--- src/rtl/pcd_pkg.sv ---
// Shared constants, types and helper functions for the plane dedup table.
// No dependencies; pcd_cell and the top module refer to this package by scoped names.
`default_nettype none
package pcd_pkg;

   localparam int unsigned TABLE_DEPTH_DEF = 8192;

   localparam logic signed [31:0] ONE_Q30     = 32'sh4000_0000;
   localparam logic signed [31:0] NEG_ONE_Q30 = -32'sh4000_0000;

   localparam logic [2:0] KIND_X        = 3'd0;
   localparam logic [2:0] KIND_Y        = 3'd1;
   localparam logic [2:0] KIND_Z        = 3'd2;
   localparam logic [2:0] KIND_MOSTLY_X = 3'd3;
   localparam logic [2:0] KIND_MOSTLY_Y = 3'd4;
   localparam logic [2:0] KIND_MOSTLY_Z = 3'd5;

   localparam logic [1:0] ERR_OK       = 2'd0;
   localparam logic [1:0] ERR_NOT_UNIT = 2'd1;
   localparam logic [1:0] ERR_FULL     = 2'd2;

   localparam logic [31:0] CSR_ANGLE_THRESHOLD  = 32'd0;
   localparam logic [31:0] CSR_OFFSET_TOLERANCE = 32'd1;

   localparam logic [30:0] ANGLE_THRESHOLD_RST  = 31'd1073731087;
   localparam logic [15:0] OFFSET_TOLERANCE_RST = 16'd164;

   typedef struct packed {
      logic signed [31:0] nx;
      logic signed [31:0] ny;
      logic signed [31:0] nz;
      logic signed [31:0] off;
   } plane_type;

   localparam int unsigned PLANE_W = $bits(plane_type);

   // one slot of the scan chain
   typedef struct packed {
      logic               valid;
      plane_type          plane;
      logic signed [63:0] acc;
   } cell_bus_type;

   function automatic logic signed [31:0] neg_sat(input logic signed [31:0] v);
      logic signed [31:0] r;
      if (v == 32'sh8000_0000) begin
         r = 32'sh7FFF_FFFF;
      end else begin
         r = -v;
      end
      return r;
   endfunction

   function automatic logic [31:0] mag(input logic signed [31:0] v);
      logic [31:0] r;
      if (v < 0) begin
         r = 32'd0 - 32'(v);
      end else begin
         r = 32'(v);
      end
      return r;
   endfunction

endpackage
`default_nettype wire

--- src/rtl/pcd_cell.sv ---
// One multiply-accumulate cell of the scan chain: adds one normal component
// product to the running dot product and hands the slot on. Uses pcd_pkg.
`default_nettype none
module pcd_cell #(
   parameter int unsigned LANE = 0
) (
   input  wire logic                  clock,
   input  wire logic                  reset,
   input  wire logic                  flush,
   input  wire logic signed [31:0]    canon_comp,
   input  wire pcd_pkg::cell_bus_type bus_in,
   output pcd_pkg::cell_bus_type      bus_ff
);
   logic signed [31:0] stored_comp;
   logic signed [63:0] prod;
   pcd_pkg::cell_bus_type bus_in_next;

   always_comb begin
      case (LANE)
         0:       stored_comp = bus_in.plane.nx;
         1:       stored_comp = bus_in.plane.ny;
         default: stored_comp = bus_in.plane.nz;
      endcase
      prod = stored_comp * canon_comp;
      bus_in_next = bus_in;
      bus_in_next.valid = bus_in.valid & ~flush;
      bus_in_next.acc = bus_in.acc + prod;
   end

   always_ff @(posedge clock) begin
      if (reset) begin
         bus_ff.valid <= 1'b0;
      end else begin
         bus_ff.valid <= bus_in_next.valid;
      end
      bus_ff.plane <= bus_in_next.plane;
      bus_ff.acc   <= bus_in_next.acc;
   end
endmodule
`default_nettype wire

--- config.mk ---
export PLATFORM = sky130hd
export DESIGN_NAME = pcd_cell
export DESIGN_NICKNAME = d
export VERILOG_FILES = /design/src/rtl/pcd_pkg.sv /design/src/rtl/pcd_cell.sv
export SDC_FILE = /design/constraint.sdc
export NUM_CORES = 2
export LEC_CHECK = 0
export BUFFER_PORTS_ARGS = -buffer_cell sky130_fd_sc_hd__buf_2
export CORE_MARGIN = 2
export CORE_UTILIZATION = 50
export DETAILED_ROUTE_END_ITERATION = 10
export PLACE_DENSITY = 0.71
export SYNTH_ARGS = -nofsm -noshare
export SYNTH_HDL_FRONTEND = slang
export SYNTH_SLANG_ARGS = --single-unit
--- constraint.sdc ---
create_clock -name clock -period 13.3 [get_ports clock]
set_input_delay 1.33 -clock clock [delete_from_list [all_inputs] [get_ports clock]]
set_output_delay 1.33 -clock clock [all_outputs]
set_load 0.02 [all_outputs]
==> summary.md <==
| Metric | Value |
|---|---|
| Routed WL per cell | 19.6 um |
| Share of the yosys chip area belonging to registers | 8.78% |
| Final Routed Wirelength | 116000 um |
| TritonCTS sink count | 193 |
| H-Tree Level Count | 4 |
| Multiplexer share of the synthesized area | 0.0455% |
| Fin nets | 6429 |
| Share of the core filled with cells in the final layout | 54.7% |
| Final-report hold violation count | 0 |
| Registers with the most flip-flops | bus_ff: 193 flops |
| WS Path Type | input pin to flip-flop |
| Total negative slack for setup checks | 0 ns |
| Most numerous cell types in the synthesized netlist | inv_1, fa_1, nand2_1, and2_1, ha_1 |
| Pin count of the biggest net entering global routing | 34 |
| Number of placed cells counting well taps | 5909 |
| ANT nets after route | 0 |
| Average instance area after synthesis | 9.75 um^2 |
| TritonCTS clock tree | built |
| Vias in the first global route | 34700 |
| Number of enable-type register cells in the synthesized netlist | 0 |
| Netlist area before placement | 44000 um^2 |
| Post-route clock period utilization | 76.1% |
| Area fraction in compound gates after synthesis | 3.00% |
| Max FFs per register | 193 |
| Total count of max-transition violations in the final report | 0 |
| Hold depth | 1 |
| Initial antenna violation count | 5 |
| Simple-gate portion of the synthesized area | 12.9% |
| Fmax | 0.0988 GHz |
| Final RePlAce weighted congestion | 0.894 |
| Min Tclk post-route | 10.12 ns |
| HP Class | input pin to flip-flop |
| Die footprint | 90400 um^2 |
| Number of buffers on the longest clock path | 2 |
| Count of input and output buffers | 420 |
| Most common flop cell mapped by yosys | dfxtp_1 |
| Yosys cell types | 72 |
| Maximum Capacitance Violations | 0 |
| Main area contributors after synthesis | fa_1, inv_1, dfxtp_1 |
| Post-synthesis sequential element count | 193 |
| DP Wirelength | 95700 um |
| Headroom to the max-slew limit | 26.1% |
| Worst Path Buf+Inv | 8 |
| Gate count of the mapped netlist | 4512 |
| Library cell with the largest summed area after synthesis | fa_1 |
| Final cell count without fillers | 5942 |
| Hold_ws | 0.889 ns |
| Transition at the pin with the smallest max-transition slack | 1.11 ns |
| Iteration-0 DRC count of the detailed router | 1578 |
| Wire length of the first global-routing pass | 188000 um |
| Syn nets | 6168 |
| Longest individual stage delay on the worst path | 0.72 ns |
| Number of fill cells | 7752 |
| Number of clock buffers inserted by TritonCTS | 17 |
| # hold bufs at CTS | 0 |
| Share of the synthesized netlist area taken by xor and xnor gates | 1.55% |
| Count of endpoints failing setup in the final report | 0 |
| Yosys warning total | 0 |
| Endpoint, Worst Hold | bus_ff[146] |
| Outcome | finished clean |
| Clock root buffer master | clkbuf_16 |
| Arrival time at the worst endpoint | 10.56 ns |
| Hold path startpoint | bus_in[146] |
| Via count of the routed design | 30500 |
| Std-Cell Core Area | 87000 um^2 |
| CP Data Required Time | 13.74 ns |
| Setup repair after global routing missed its margin | no |
| Count of cells resized by post-cts repair | 0 |
| Cell occurring most often along the worst timing path | fa_1 |
| Clk pin slew, worst setup/hold paths | 0.11 ns |
| Crit path max-delay family | adder cells |
| Largest register by flop count | bus_ff |
| Most frequent cell after synthesis | inv_1 |
| Overall fraction of global-route tracks in use | 27.3% |
| Count of unresolved DRC violations after routing | 0 |
| First drt pass iteration count | 6 |
| Area growth from synthesis to layout | 8.20% |
| Starting Density | 50.6% |
| Critical Path Start Type | input pin |
| Combinational family with the most area after synthesis | adder cells |
| Via/cell ratio | 5.14 |
| Number of core rows | 108 |
| Overflow left after global routing | 0 |
| Adder-cell share of the synthesized area | 61.2% |
| Layout cells sized above 1 | 10.5% |
| Fraction of synthesized cell area taken by the top area cell type | 55.0% |
| Worst Path Max Fanout | 32 |
| Die W | 301 um |
| Critical Path Sink Type | flip-flop |
| Height of the die | 301 um |
| Slowest CP cell | a31oi_1 |
| I/O pin count | 421 |
| Setup fix buffers added after clock tree synthesis | 0 |
| Share of synthesized registers carrying an async set or reset | 0% |
-- routing by layer --
layer | track usage, % | routed length [um]
met1 | 33.5 | 42900
met2 | 47.4 | 59900
met3 | 3.99 | 7460
met4 | 13.2 | 5990
met5 | 0 | 0
-- final cells by class --
class	count	area, um^2	share of cell area, %
Antenna cell	1	2.50	0.00526
Clock buffer	17	425	0.893
Clock inverter	15	233	0.489
Inverter	1260	4730	9.93
Multi-Input combinational cell	2860	34700	72.8
Sequential cell	193	3860	8.11
Tap cell	1155	1450	3.03
Timing Repair Buffer	441	2260	4.75
-- worst max path at each step --
stage | cells past startpoint | start | endpoint | slack, ns
floorplan | 26 | bus_in[191] | bus_ff[61] | 3.83
global placement | 28 | bus_in[191] | bus_ff[63] | 2.79
detailed placement | 28 | bus_in[191] | bus_ff[63] | 2.69
CTS | 28 | bus_in[191] | bus_ff[63] | 3.26
global route | 28 | canon_comp[1] | bus_ff[63] | 2.76
finish | 28 | canon_comp[1] | bus_ff[63] | 3.18
-- cells in the final DEF, fill, tap and decap left out, types with 7 or more instances in the layout --
cell type  netlist  routed
o21ai_0         31      31
xor2_1          18      18
fa_1          1210    1210
nor2_1          60      60
o21bai_1        14      14
clkbuf_16        0      17
a21oi_1         65      65
a31oi_1         10      10
nand2_1        573     572
xnor2_1         60      60
buf_4            1      21
inv_1         1259    1257
a211oi_1         8       8
ha_1           218     218
inv_12           0       7
nand3_1         10      10
buf_2            1     420
nand4_1         11      11
and2_1         456     456
dfxtp_1        193     193
a21o_1          22      22
nand2b_1        11      11
-- stage by stage --
step                      worst slack [ns]  instance area, um^2
after detailed placement              2.69                47000
after global placement                2.79                47000
after floorplan                       3.83                44000
after CTS                             3.26                47600
final                                 3.18                47600
after global routing                  2.76                47600
-- logic make-up (layout without fill, tap and decap cells) --
family          count (synthesis)  count (layout)
buf+inv                      1459            1733
fa+ha+maj                    1428            1428
simple gates                 1158            1158
compound gates                194             194
flops                         193             193
xor+xnor                       78              78
mux                             2               2
other cells                     0               1
Power is not shown: default switching activity piles up to over one toggle a cycle in this logic, so the estimate is an artifact.
